File: src/design/nwgs_pkg.sv
// Package for the nearest waypoint guide select block.
// Holds the item structs, command and register codes, and shared constants.
// No dependencies.
`default_nettype none

package nwgs_pkg;

    // Default path depth and configuration reset values.
    localparam int unsigned MAX_POINTS_DEF = 1024;
    localparam logic [10:0] LOOKAHEAD_RST  = 11'd10;
    localparam logic [42:0] MATCH_RST      = 43'd10000000000;

    // Offsets used when picking the near reference point.
    localparam int unsigned NEAR_STEP  = 1;
    localparam int unsigned NEAR_GUARD = 6;

    // Function codes of an input item.
    localparam logic [1:0] FUNC_CLEAR  = 2'd0;
    localparam logic [1:0] FUNC_APPEND = 2'd1;
    localparam logic [1:0] FUNC_QUERY  = 2'd2;

    // Configuration register indexes.
    localparam logic CFG_LOOKAHEAD = 1'b0;
    localparam logic CFG_MATCH     = 1'b1;

    // One input item.
    typedef struct packed {
        logic [1:0]         func;
        logic signed [19:0] point_x;
        logic signed [19:0] point_y;
        logic signed [15:0] point_heading;
        logic signed [19:0] pos_x;
        logic signed [19:0] pos_y;
    } t_in_item;

    // One result item.
    typedef struct packed {
        logic signed [19:0] ref_x;
        logic signed [19:0] ref_y;
        logic signed [15:0] ref_heading;
        logic signed [19:0] way_x;
        logic signed [19:0] way_y;
        logic signed [15:0] way_heading;
        logic [9:0]         nearest_index;
        logic               matched;
        logic               path_empty;
    } t_out_item;

    // One stored path point.
    typedef struct packed {
        logic signed [19:0] x;
        logic signed [19:0] y;
        logic signed [15:0] h;
    } t_point;

    // Classified command passed from the front end to the engine.
    typedef enum logic [1:0] {
        OP_CLEAR  = 2'd0,
        OP_APPEND = 2'd1,
        OP_QUERY  = 2'd2
    } t_op;

    typedef struct packed {
        t_op    op;
        t_point pt;
    } t_cmd;

endpackage

`default_nettype wire

File: src/design/nwgs_front.sv
// Front end: accepts input items, classifies them and queues commands.
// Depends on nwgs_pkg for the item and command types.
`default_nettype none

module nwgs_front (
    input  wire logic              i_clk,
    input  wire logic              i_rst_n,
    input  wire logic              push,
    output logic                   full,
    input  wire nwgs_pkg::t_in_item i_in_item,
    output nwgs_pkg::t_cmd         o_cmd,
    output logic                   o_cmd_valid,
    input  wire logic              i_cmd_take
);
    import nwgs_pkg::*;

    t_cmd       r_q [2];
    logic       r_wp;
    logic       r_rp;
    logic [1:0] r_cnt;
    t_cmd       n_cmd;
    logic       n_keep;
    logic       w_acc;
    logic       w_take;

    // Classify the incoming item; an unused function code is dropped.
    always_comb begin
        n_cmd  = '0;
        n_keep = 1'b1;
        case (i_in_item.func)
            FUNC_CLEAR: begin
                n_cmd.op = OP_CLEAR;
            end
            FUNC_APPEND: begin
                n_cmd.op   = OP_APPEND;
                n_cmd.pt.x = i_in_item.point_x;
                n_cmd.pt.y = i_in_item.point_y;
                n_cmd.pt.h = i_in_item.point_heading;
            end
            FUNC_QUERY: begin
                n_cmd.op   = OP_QUERY;
                n_cmd.pt.x = i_in_item.pos_x;
                n_cmd.pt.y = i_in_item.pos_y;
            end
            default: begin
                n_keep = 1'b0;
            end
        endcase
    end

    assign full        = (r_cnt == 2'd2);
    assign o_cmd_valid = (r_cnt != 2'd0);
    assign o_cmd       = r_q[r_rp];
    assign w_acc       = push && !full && n_keep;
    assign w_take      = i_cmd_take && o_cmd_valid;

    // Two-entry command queue between the front end and the engine.
    always_ff @(posedge i_clk) begin
        if (!i_rst_n) begin
            r_wp  <= 1'b0;
            r_rp  <= 1'b0;
            r_cnt <= 2'd0;
        end else begin
            if (w_acc) begin
                r_wp <= !r_wp;
            end
            if (w_take) begin
                r_rp <= !r_rp;
            end
            if (w_acc && !w_take) begin
                r_cnt <= r_cnt + 2'd1;
            end else if (!w_acc && w_take) begin
                r_cnt <= r_cnt - 2'd1;
            end
        end
    end

    // Queue storage carries payload only.
    always_ff @(posedge i_clk) begin
        if (w_acc) begin
            r_q[r_wp] <= n_cmd;
        end
    end

endmodule

`default_nettype wire

File: config.mk
export PLATFORM = sky130hd
export DESIGN_NAME = nwgs_front
export DESIGN_NICKNAME = d
export VERILOG_FILES = /design/src/design/nwgs_pkg.sv /design/src/design/nwgs_front.sv
export SDC_FILE = /design/constraint.sdc
export NUM_CORES = 1
export LEC_CHECK = 0
export BUFFER_PORTS_ARGS = -buffer_cell sky130_fd_sc_hd__buf_4
export CORE_UTILIZATION = 50
export CTS_CLUSTER_DIAMETER = 120
export DETAILED_ROUTE_END_ITERATION = 10
export GPL_ROUTABILITY_DRIVEN = 0
export PLACE_DENSITY = 0.75
export SLEW_MARGIN = 20
export SYNTH_ARGS = -nofsm -noshare
export SYNTH_HDL_FRONTEND = slang
export SYNTH_SLANG_ARGS = --single-unit
File: constraint.sdc
create_clock -name i_clk -period 4.2 [get_ports i_clk]
set_input_delay 1.05 -clock i_clk [delete_from_list [all_inputs] [get_ports i_clk]]
set_output_delay 1.05 -clock i_clk [all_outputs]
set_load 0.05 [all_outputs]
# Yosys cells after proc, flatten, opt, wreduce, memory -nomap -nowiden
# Memories as Yosys holds them, arrays and structs flattened. A register that Yosys moved wholly into a read port is not among the register bits.
# Index checks and enable logic that the tools add are counted.
# totals
reg_bits	4
latchBits	0
mem_bits_rw	116
mem_bits_ro	0
input_bits	102
out_inout_bits	60
elab_cells	33
n_memories	1
# mem_list
name	words	width	read_ports	rd_ports_with_merged_regs	write_ports	line	text
r_q	2	58	1	1	1	nwgs_front.sv:17	t_cmd r_q [2];
# op_classes
n_addsub	2
multipliers	0
div	0
order_cmp	0
n_eq_ne	3
shifts	0
n_mux	10
bitwise	0
n_reduce_logical	14
# op_table
cell	n
one-hot mux 40 bit (2 select lines)	1
2-to-1 mux 16 bit	1
logical AND 1 bit	5
zero test 1 bit	5
2-to-1 mux 1 bit	5
== test 2 bit, second input constant	2
2-to-1 mux 2 bit	2
one-hot mux 2 bit (2 select lines)	1
nonzero test 2 bit	2
OR reduction 3 bit	1
adder 2 x 1 -> 2 bit, second input constant	1
== test 2 x 1 -> 1 bit, second input constant	1
zero test 2 bit	1
subtractor 2 x 1 -> 2 bit, second input constant	1

# Depth between registers and ports, before layout
# Gate-level depths: netlist of the first run.
# logic_depth
word_depth	8
depth_mapped	7
ltp_nobuf	7

# Worst setup path before layout of the first run
# Ideal clock, no wire load.
# synth_path
path_kind	input port to flip-flop
from	input port i_in_item[96] (netlist name)
to	memory r_q[1][0] (netlist name) (enable)
t_arrival_ns	2.856
t_required_ns	3.778
path_slack_ns	0.922
cell_stages	3
path_buffers	0
cell_sequence	ha_1 -> nor2b_1 -> and3_1
# synth_between
elab_chain_len	6
elab_cells_between_ends	8
classes_between	eq/ne (2); mux (3); reduce/logical (3)
# synth_lines
element	line	text
start: declaration	nwgs_front.sv:10	input wire nwgs_pkg::t_in_item i_in_item,
== test 2 bit (tied with other cells)	nwgs_front.sv:30	case (i_in_item.func)
OR reduction 3 bit (no line) (*)	n/a	
2-to-1 mux 1 bit (*)	nwgs_front.sv:30	
logical AND 1 bit (*)	nwgs_front.sv:54	assign w_acc = push && !full && n_keep;
2-to-1 mux 1 bit (*)	nwgs_front.sv:80	if (w_acc) begin
2-to-1 mux 1 bit (implied by the code) (*)	nwgs_front.sv:81	r_q[r_wp] <= n_cmd;
end: declaration	nwgs_front.sv:17	
# Every way passes the cells marked *; elsewhere a longest branch is shown, timed or not.

==> run metrics, run 1 <==
most common cell after layout, fill and taps aside=buf_4; Post-CTS Setup Bufs=0; root buffer cell=clkbuf_8; Hold Path Sink=r_cnt[1]$_SDFFE_PN0P_; CTS resizes=0; TritonCTS clock tree=yes; die area=between 10,000 and 15,000 µm²; DRC errors left=0; Net Switching=1.60 mW; Max Fclk=around 0.32 GHz; critical path fanouts, max=35; Overall Global Routing Usage=0.209; Worst-Margin Slew=around 1.0 ns; Power Density=approximately 650 nW/µm²; Slew HR=0.304; sw frac=0.351; Yosys warning count=0; worst path required time=3.15 ns; Mapped Area=about 5100 µm²; hold_buf cts=0; CTS Buffer Depth=2; sequential share of power=0.344; IO Pins=162; class of the worst hold path=flop to flop; Setup crit start kind=flop; Congestion Overflow GR=0; Avg Vias per Cell=5.21; RSZ-0062 raised after global routing=no; Max-Cap Viols=0; number of global-route vias before repair=~3,300; die height=103 µm; Cells after Synth=324; Max stage delay on crit path=slightly above 0.7 ns; crit share post-route=0.756; worst skew pair latency=0.51 ns; H-tree level count=4; Syn-to-layout area delta=37.6%; flop and latch count out of synthesis=121; Synth area leader=edfxtp_1; number of diodes=0; port buffer count=161; Avg Inst Size Synth=between 15 and 20 µm²; 1st-iter DRT viols=around 140; asr flop ratio synth=0; filler cell count=a little under 700; Primary FF master, synth=edfxtp_1; worst hold slack=about 0.54 ns; total number of vias=roughly 3,300; Detailed Routing Iterations Pass 1=5; Setup CP Type=flop to primary output; post-synth cell types=25; synth top area cells=edfxtp_1 (68%), mux2_2 (13%), a22oi_1 (5.9%); R2R cell count=3; outcome=complete, no violations; top cell type's share of synthesized area=0.682; Die Width=about 100 µm; Max stage delay cell, worst path=dfxtp_2; Worst-path clk slew=approximately 0.050 ns; share of cells above drive strength 1=0.515; skew final=0.00811 ns; leakage=2.77 nW; Clk pwr share=0.304; clock buffer count from CTS=17; largest net degree at the start of global routing=57; CTS Sinks=around 120; Crit Reg-Reg Endpoint=r_q[1][8]$_DFFE_PP_; min-delay src=r_cnt[1]$_SDFFE_PN0P_; Final setup violation count=0; setup TNS=0 ns; worst r2r src=r_cnt[0]$_SDFFE_PN0P_; core area=a little under 10,000 µm²; Mapped Nets=432; CP Capture Type=primary output; Peak VDD IR=375 µV; Final Routed Wirelength=roughly 11 mm; CP arrival=roughly 2.1 ns; Fin. Hold Viols=0; initial antenna violation count=0; # rows=36; number of synthesized flops with an enable pin=116; Avg WL per Cell=between 15 and 20 µm; final number of max-transition violations=0; Final min period=3.17 ns; combinational power share=0.351; HPWL after DPL=between 6 and 7 mm; global-route wire length before repair=about 16 mm; R2R Setup Slk=roughly 2.2 ns; P_int=2.95 mW; most frequent cells in the layout=buf_4 (165), edfxtp_1 (116), mux2_2 (58); Initial Utilization=0.520; CP Cell Sequence=buf_12 -> mux2_2 -> buf_4; antenna-violating nets left=0; Seq/Total Area, Yosys=0.702; Hold Path Stages=2; # nets final=roughly 600
[registers in the layout, indices dropped and copies added, names as in the netlist, named ones only]
name / count
r_rp: 1
r_cnt: 2
r_wp: 1
r_q: 116
[critical path: cells and delay by family, from the launching register on]
| kind | cells | cell delay, ns |
|---|---|---|
| flip-flops | 1 | 0.72 |
| buffers and inverters | 2 | 0.50 |
| multiplexers | 1 | 0.39 |
[cells by family after synthesis]
logic type                 Yosys count  share of synthesized area
DFF                                121                      0.702
and+or+nand+nor                     66                     0.0610
buffers and inverters               25                     0.0240
adders and majority gates            6                     0.0147
xor gates and xnor gates             3                    0.00515
muxes                               58                      0.128
AOI/OAI and AO/OA                   45                     0.0652
[worst max-delay path by stage]
stage	slack [ns]	startpoint	to	cells past startpoint
6_report	1.03	flop	o_cmd[38]	3
5_1_grt	0.93	flop	o_cmd[38]	3
4_1_cts	0.96	flop	o_cmd[38]	3
3_5_place_dp	1.16	i_in_item[96]	r_q[0][11]$_DFFE_PP_	6
3_3_place_gp	1.22	i_in_item[96]	r_q[1][9]$_DFFE_PP_	5
2_1_floorplan	0.92	i_in_item[96]	r_q[1][0]$_DFFE_PP_	3
[layout make-up]
cell class | instances | area, µm² | area share
clock buffer | 18 | 418 | 0.0595
multi-input combinational | 178 | 1400 | 0.200
clock inverter | 14 | 156 | 0.0223
sequential | 121 | 3580 | 0.510
timing repair buffer | 167 | 1280 | 0.182
tap | 133 | 166 | 0.0237
inverter | 5 | 18.8 | 0.00267
[power by group through the flow]
stage	Sequential, mW	Clock, mW	Combinational, mW
after global placement	1.58	0	1.59
final	1.57	1.38	1.60
after CTS	1.57	1.41	1.61
after global routing	1.58	1.46	1.67
after detailed placement	1.59	0	1.60
after floorplan	1.55	0	1.17
[Yosys cell counts, types with 2 or more instances]
master    count
and2_1       20
inv_1         5
nor2_1       40
edfxtp_1    116
buf_2         8
xnor2_1       2
ha_1          6
buf_6         2
clkbuf_1      9
a22oi_1      40
dfxtp_1       5
mux2_2       58
[metrics by stage]
stage	area, µm²	power (mW)	setup slack (ns)	cells	util
finish	7030	4.55	1.03	636	0.715
global route	7030	4.71	0.934	636	0.715
CTS	7030	4.59	0.964	636	0.715
detailed placement	6450	3.19	1.16	604	0.657
global placement	6450	3.17	1.22	604	0.657
floorplan	5100	2.72	0.922	324	-
[per-layer routing]
layer / wire [µm] / GRT usage
met5: 0 / 0
met4: 193 / 0.108
met3: 548 / 0.0481
met2: 5540 / 0.338
met1: 4380 / 0.264
(Power assumes the default switching activity.)
==> run 2: changes to the inputs <==
CORE_UTILIZATION = 46   (was 50)
PLACE_DENSITY = 0.72   (was 0.75)
clock period = 2.8 ns   (was 4.2 ns; I/O delays follow)
==> run metrics, run 2 (synthesized netlist as in run 1, its figures left out) <==
outcome=complete, no violations; CP Capture Type=primary output; Overall Global Routing Usage=0.194 (-0.0147); Die Width=107 µm (+4.2%); CTS Buffer Depth=2 (unchanged); 1st-iter DRT viols=141 (-2.1%); Worst-path clk slew=0.05 ns (about the same); worst path required time=2.10 ns (-1.05 ns); most frequent cells in the layout=buf_4 (170), edfxtp_1 (116), mux2_2 (58); port buffer count=161 (unchanged); number of global-route vias before repair=3,351 (+2.8%); hold_buf cts=0 (unchanged); Avg WL per Cell=16.3 µm (-2.8%); leakage=2.79 nW (+0.71%); final number of max-transition violations=0 (unchanged); H-tree level count=4 (unchanged); crit share post-route=0.944; die height=107 µm (+4.2%); Most flops, register=r_q; Congestion Overflow GR=0 (unchanged); Slew HR=0.682 (+0.377); Detailed Routing Iterations Pass 1=4 (-1); worst hold slack=0.428 ns (-0.113 ns); worst skew pair latency=0.51 ns (about the same); number of flip-flops in the largest register=116 (unchanged); number of diodes=0 (unchanged); antenna-violating nets left=0 (unchanged); share of cells above drive strength 1=0.522 (+0.00683); Fin. Hold Viols=0 (unchanged); Regs by FF count=r_q x116, r_cnt x2; Final Routed Wirelength=10.5 mm (-1.3%); largest net degree at the start of global routing=41 (-28%); met3 Usage GRT=0.0630 (+0.0148); clock buffer count from CTS=17 (unchanged); core area=10,800 µm² (+10%); met1 Track Usage GR=0.225 (-0.0390); Max Fclk=0.378 GHz; TritonCTS clock tree=yes; initial antenna violation count=0 (unchanged); Worst-Margin Slew=0.478 ns (-0.566 ns); Max-Cap Viols=0 (unchanged); IO Pins=162 (unchanged); Final setup violation count=0 (unchanged); root buffer cell=clkbuf_8; CTS resizes=0 (unchanged); Setup crit start kind=flop; die area=11,500 µm² (+8.5%); grt met2 use=0.329 (-0.00846); Initial Utilization=0.471 (-0.0490); Avg Vias per Cell=5.17 (-0.89%); CP arrival=1.94 ns (-0.18 ns); RSZ-0062 raised after global routing=no; DRC errors left=0 (unchanged); critical path fanouts, max=22 (-37%); Power Density=953 nW/µm² (+47%); total number of vias=3,338 (+0.66%); global-route wire length before repair=16.4 mm (+3.5%); Post-CTS Setup Bufs=0 (unchanged); Setup CP Type=flop to primary output; skew final=0.00797 ns (-0.000135 ns); Top Usage Layer GRT=met2; Peak VDD IR=484 µV (+29%); CTS Sinks=121 (unchanged); class of the worst hold path=input port to flop; Final min period=between 2 and 3 ns; # nets final=603 (+0.84%); setup TNS=0 ns (unchanged); HPWL after DPL=6.94 mm (+1.1%); most common cell after layout, fill and taps aside=buf_4; # rows=38 (+5.6%); Syn-to-layout area delta=37.7% (about the same)
run 2: cell count changes in the layout (fill, tap and decap cells not counted), sizes merged:
cell      delta
buf          +5
bufinv       -1
clkbuf       +1
clkinvlp     -3
clkinv       +1
run 2: metal layers:
layer | up-vias | wire length [µm]
met5 | - | 0
met4 | 0 | 139
met3 | 11 | 555
met2 | 125 | 5530
met1 | 1626 | 4290
li1 | 1576 | -
run 2: power breakdown:
| group | total, mW | switching (mW) | internal, mW |
|---|---|---|---|
| clock | 1.93 | 0.694 | 1.24 |
| sequential | 2.33 | 0.0950 | 2.24 |
| combinational | 2.43 | 1.57 | 0.870 |
run 2: layout make-up:
type / instances / area [µm²]
fill: 788 / 3810
sequential: 121 / 3580
multi-input combinational: 178 / 1410
timing repair buffer: 172 / 1320
clock buffer: 19 / 422
tap: 140 / 175
clock inverter: 11 / 108
inverter: 5 / 18.8
run 2: path summary, 6_finish.rpt:
path / start / end / slack (ns) / depth (start not counted)
max: flop / o_cmd[33] / 0.16 / 3
min: i_rst_n / flop / 0.43 / 2
max reg2reg: r_cnt[0]$_SDFFE_PN0P_ / r_cnt[1]$_SDFFE_PN0P_ / 1.18 / 5
min reg2reg: r_cnt[1]$_SDFFE_PN0P_ / r_cnt[1]$_SDFFE_PN0P_ / 0.53 / 2
run 2: stage by stage:
step	std cells	power [mW]	util	instance area [µm²]	setup WS (ns)
after floorplan	324	4.08	-	5110	0.0844
after CTS	646	6.77	0.648	7030	0.0983
after detailed placement	616	4.82	0.600	6500	0.522
after global placement	616	4.79	0.600	6500	0.568
final	646	6.70	0.648	7030	0.157
after global routing	646	6.95	0.648	7030	0.0525
run 2: worst max-delay path: stages, from the launching register on:
cell and delay (ns):
dfxtp_2 0.62, buf_12 0.24, mux2_2 0.37, buf_4 0.19
